==> src/hw/rtl/bba_pkg.sv <==
`timescale 1ns / 1ps
package bba_pkg;

    localparam int MIN_ORDER_DEF    = 5;
    localparam int MAX_ORDER_DEF    = 16;
    localparam int HEADER_BYTES_DEF = 18;

    localparam int ORD_W  = 5;
    localparam int ADDR_W = 32;
    localparam int REQ_W  = 16;

    typedef enum logic [1:0] {
        ST_OK        = 2'd0,
        ST_NO_BLOCK  = 2'd1,
        ST_TOO_LARGE = 2'd2,
        ST_BAD_FREE  = 2'd3
    } status_t;

    localparam logic KIND_ALLOC = 1'b0;
    localparam logic KIND_FREE  = 1'b1;

    localparam logic REG_POOL_ORDER   = 1'b0;
    localparam logic REG_BASE_ADDRESS = 1'b1;

    typedef struct packed {
        logic [ORD_W-1:0]  want;
        logic              too_large;
        logic [ADDR_W-1:0] offset;
        logic              addr_bad;
    } req_info_t;

    typedef struct packed {
        logic              done;
        status_t           status;
        logic [ORD_W-1:0]  order;
        logic [ADDR_W-1:0] offset;
        logic              has_addr;
    } result_t;

endpackage

==> src/hw/rtl/bba_decode.sv <==
`timescale 1ns / 1ps
module bba_decode #(
    parameter int MIN_ORDER    = bba_pkg::MIN_ORDER_DEF,
    parameter int HEADER_BYTES = bba_pkg::HEADER_BYTES_DEF
) (
    input  logic [bba_pkg::REQ_W-1:0]  request_bytes,
    input  logic [bba_pkg::ADDR_W-1:0] release_address,
    input  logic [bba_pkg::ADDR_W-1:0] base_address,
    input  logic [bba_pkg::ORD_W-1:0]  pool,
    output bba_pkg::req_info_t         info
);

    localparam int NEED_W = bba_pkg::REQ_W + 1;

    logic [NEED_W-1:0]         need;
    logic [NEED_W-1:0]         need_m1;
    logic [bba_pkg::ORD_W-1:0] clog;
    logic [bba_pkg::ADDR_W-1:0] off;

    assign need    = {1'b0, request_bytes} + NEED_W'(HEADER_BYTES);
    assign need_m1 = need - NEED_W'(1);

    always_comb
    begin
        clog = '0;
        for (int i = 0; i < NEED_W; i++)
        begin
            if (need_m1[i])
            begin
                clog = bba_pkg::ORD_W'(i + 1);
            end
        end
    end

    assign off = release_address - base_address - bba_pkg::ADDR_W'(HEADER_BYTES);

    always_comb
    begin
        if (need <= (NEED_W'(1) << MIN_ORDER))
        begin
            info.want = bba_pkg::ORD_W'(MIN_ORDER);
        end
        else
        begin
            info.want = clog;
        end
        info.too_large = (info.want > pool);
        info.offset    = off;
        info.addr_bad  = ((off >> pool) != '0) || (off[MIN_ORDER-1:0] != '0);
    end

endmodule

==> config.mk <==
export PLATFORM = sky130hd
export DESIGN_NAME = bba_decode
export DESIGN_NICKNAME = d
export VERILOG_FILES = /design/src/hw/rtl/bba_pkg.sv /design/src/hw/rtl/bba_decode.sv
export SDC_FILE = /design/constraint.sdc
export NUM_CORES = 1
export LEC_CHECK = 0
export BUFFER_PORTS_ARGS = -buffer_cell sky130_fd_sc_hd__buf_2
export CORE_ASPECT_RATIO = 0.5
export CORE_UTILIZATION = 61
export DETAILED_ROUTE_END_ITERATION = 12
export PLACE_DENSITY = 0.91
export SLEW_MARGIN = 25
export SYNTH_ARGS = -nofsm -noshare
export SYNTH_HDL_FRONTEND = slang
export SYNTH_SLANG_ARGS = --single-unit
==> constraint.sdc <==
create_clock -name vclk -period 5.7
set_clock_uncertainty 0.2 [all_clocks]
set_input_delay 0 -clock vclk [all_inputs]
set_output_delay 0 -clock vclk [all_outputs]
set_load 0.01 [all_outputs]
# Word-level counts from Yosys, hierarchy flattened
# Index checks and enable logic that the tools add are counted.
classes:
  n_addsub: 4
  n_lt_le_gt_ge: 2
  shift: 1
  muxes: 18
  n_reduce_logical: 3
op_table:
  columns: ["cell", "n"]
  rows:
  - ["5-bit two-way mux", 17]
  - ["32-bit nonzero test", 1]
  - ["32-bit by 5-bit right shift with 32-bit output", 1]
  - ["32-bit subtractor", 1]
  - ["32-bit by 5-bit subtractor with 32-bit output, second input constant", 1]
  - ["16-bit by 5-bit adder with 17-bit output, second input constant", 1]
  - ["17-bit by 6-bit <= comparator with 1-bit output, second input constant", 1]
  - ["17-bit by 1-bit subtractor with 17-bit output, second input constant", 1]
  - ["5-bit greater-than comparator", 1]
  - ["5-bit nonzero test", 1]
  - ["1-bit logical OR", 1]
  - ["1-bit two-way mux", 1]
word_totals:
  regBits: 0
  in_bits: 85
  out_inout_bits: 39
  wordCells: 28

# Logic depth before layout (Yosys ltp)
depth:
  word_depth: 21
  ltp_mapped: 18
  ltp_nobuf: 18

# Worst setup path before layout
# No wires, ideal clock.
synth_path:
  kind: "input port to output port"
  start: "input request_bytes[1] in the netlist's numbering"
  end: "output info[33] in the netlist's numbering"
  t_arrival_ns: 3.132
  required_ns: 5.500
  slack_ns: 2.368
  stages: 17
  n_path_buf: 0
  cell_sequence: "ha_1 > xor2_1 > or2_1 > nor3_1 > nand3_1 > nor2_2 > o21ai_1 > xnor2_1 > nor4b_2 > nand2_1 > a21o_1 > ha_1 > o21a_1 > o21ai_0 > nand2b_1 > a21oi_1 > a31oi_1"
synth_lines:
  columns: ["element", "line_no", "rtl"]
  rows:
  - ["start: declaration", "bba_decode.sv:6", "input logic [bba_pkg::REQ_W-1:0] request_bytes,"]
  - ["end: declaration", "bba_decode.sv:10", "output bba_pkg::req_info_t info"]

==> metrics <==
result of the run=complete, no violations; HP Class=input port to output pin; Worst Path Max Fanout=10; post-synthesis instance area=about 4600 um^2; # DRC=0; violation count after the first detailed-routing iteration=roughly 390; Hold Worst Slack=about 0.20 ns; top-area cell type share of the netlist area=approximately a fifth; hold violation total from the final report=0; Design Area, Final=just over 5000 um^2; aggregate negative setup slack=0 ns; # Max-Cap Violations=0; placeable core area=between 6000 and 7000 um^2; number of setup violations in the final report=0; sequential cell count=0; RSZ-0062 raised after global routing=no; count of cells resized by post-cts repair=0; Routed wire per std cell=13.8 um; Hold Buf Count CTS=0; total number of vias=roughly 5300; global router's overall resource usage=29.5%; via density per instance=6.13; Worst Setup SP=request_bytes[1]; top cells by count, synth=inv_1 (110), ha_1 (71), nand2_1 (53); most frequent cell after synthesis=inv_1; antenna fix cells=0; Worst Setup Slack post-DPL=~1.8 ns; period utilisation layout=70.0%; fraction of final layout cells sized beyond drive strength 1=21.5%; static leakage power=0.00258 uW; starting utilization of the core area=65.6%; instance area at placement=between 5000 and 6000 um^2; layout overhead on the synthesized area=13.7%; headroom to the max-slew limit=60.5%; row count=21; data arrival time of the critical path=between 3 and 4 ns; mean instance size in the synthesized netlist=approximately 7 um^2; library cells used by synthesis=90; number of antenna violations at the first check in global routing=0; number of placed I/O pins=~120; Yosys Warn Count=0; wire length of the first global-routing pass=~20000 um; Critical Path Start Type=input port; maximum number of pins on one net before global-route repair=28; # nets final=930; Critical path destination=info[33]; slew at the pin with the worst max-slew slack=between 0.5 and 0.6 ns; Post-DP HPWL=~10000 um; number of global-route vias before repair=approximately 4700; final wirelength=~12000 um; Final min period=around 4 ns; die width=between 100 and 150 um; number of iterations in the first detailed-routing pass=5; power density of the placed cells=between 150 and 200 nW/um^2; GR Overflow Total=0; worst-case setup margin in the final layout=1.71 ns; number of nets in the synthesized netlist=just over 800; Port-buffer cells=around 120; routability-driven placement congestion ratio=approximately 0.9; Die Outline Area=between 7000 and 8000 um^2; die height=63.2 um; Routed Antenna Nets=0; clk_buf instances=0; FMAX=0.251 GHz; Synth area leader=ha_1; Worst IR Drop VDD=roughly 130 uV; Critical Path RT=around 5.5 ns; dominant cells by area after synthesis=ha_1 (19%), inv_1 (9.0%), xnor2_1 (4.6%); path type of the worst setup path=input port to output pin; number of instances in the synthesized netlist=~670; number of post-CTS setup repair buffers=0; fin. max-slew vios=0; share of the core filled with cells in the final layout=74.6%; type of element capturing the critical path=output pin; cells along the critical path=buf_2 -> ha_1 -> xor2_1 -> or2_1 -> nor3_1 -> nand3_1 -> nor2_2 -> o21ai_1 -> xnor2_1 -> nor4b_2 -> nand2_1 -> a21o_1 -> ha_1 -> o21a_1 -> o21ai_0 -> nand2b_1 -> a21oi_1 -> a31oi_1 -> buf_2; crit-path max cell delay=around 0.47 ns; Worst path slowest cell=nor3_1; share of the yosys chip area belonging to registers=0%; Sequential Area=0 um^2
## worst max-delay path: cells and delay by family
kind	cells	cell delay [ns]
AO/OA/AOI/OAI	6	0.77
AND/OR/NAND/NOR	7	1.75
XOR/XNOR	2	0.40
adder cells (fa/ha/maj)	2	0.57
buffers and inverters	2	0.30
## cells in the final DEF, fill, tap and decap left out, drive strengths merged, types with 8 or more instances in the layout
cell type and instances:
a2111oi 9, a211oi 9, a21o 10, a21oi 48, and2 11, and3 14
buf 124, ha 71, inv 110, nand2 53, nand2b 10, nand3 24
nor2 43, nor3 27, o211ai 8, o21ai 26, or3 8, xnor2 24
xor2 19
## worst min path at each step
stage | start | end | slack, ns | cells past startpoint
detailed placement | base_address[0] | info[1] | 0.20 | 4
CTS | base_address[0] | info[1] | 0.20 | 4
finish | base_address[0] | info[1] | 0.20 | 4
floorplan | base_address[0] | info[1] | -0.006 | 2
global placement | base_address[0] | info[1] | 0.19 | 4
global route | base_address[0] | info[1] | 0.24 | 4
## power by group
| group | internal [uW] | total (uW) | switching (uW) |
|---|---|---|---|
| Combinational | 338 | 839 | 502 |
| Clock | 0 | 0 | 0 |
| Sequential | 0 | 0 | 0 |
## through the flow
| step | total power [uW] | cells |
|---|---|---|
| after floorplan | 598 | 667 |
| after global placement | 796 | 863 |
| after detailed placement | 819 | 863 |
| after CTS | 823 | 863 |
| after global routing | 914 | 863 |
| final | 839 | 863 |
## logic make-up after synthesis
group	count (synthesis)	synth area share, %
compound gates	184	31.4
xor+xnor	43	8.41
fa+ha+maj	72	19.9
buf+inv	131	11.5
mux	12	3.29
simple gates	225	25.6
## layout make-up
| class | count | area [um^2] |
|---|---|---|
| repair buffers | 124 | 621 |
| well taps | 92 | 115 |
| inverters | 111 | 417 |
| multi-input cells | 536 | 4050 |
| fillers | 580 | 1770 |
## metal layers
metal,vias up,routed length (um),global-route usage [%]
met5,-,0,0
met4,0,153,4.52
met2,248,5530,53.4
met1,2405,5290,39.0
met3,18,966,2.12
li1,2615,-,-
(Power assumes the default switching activity.)
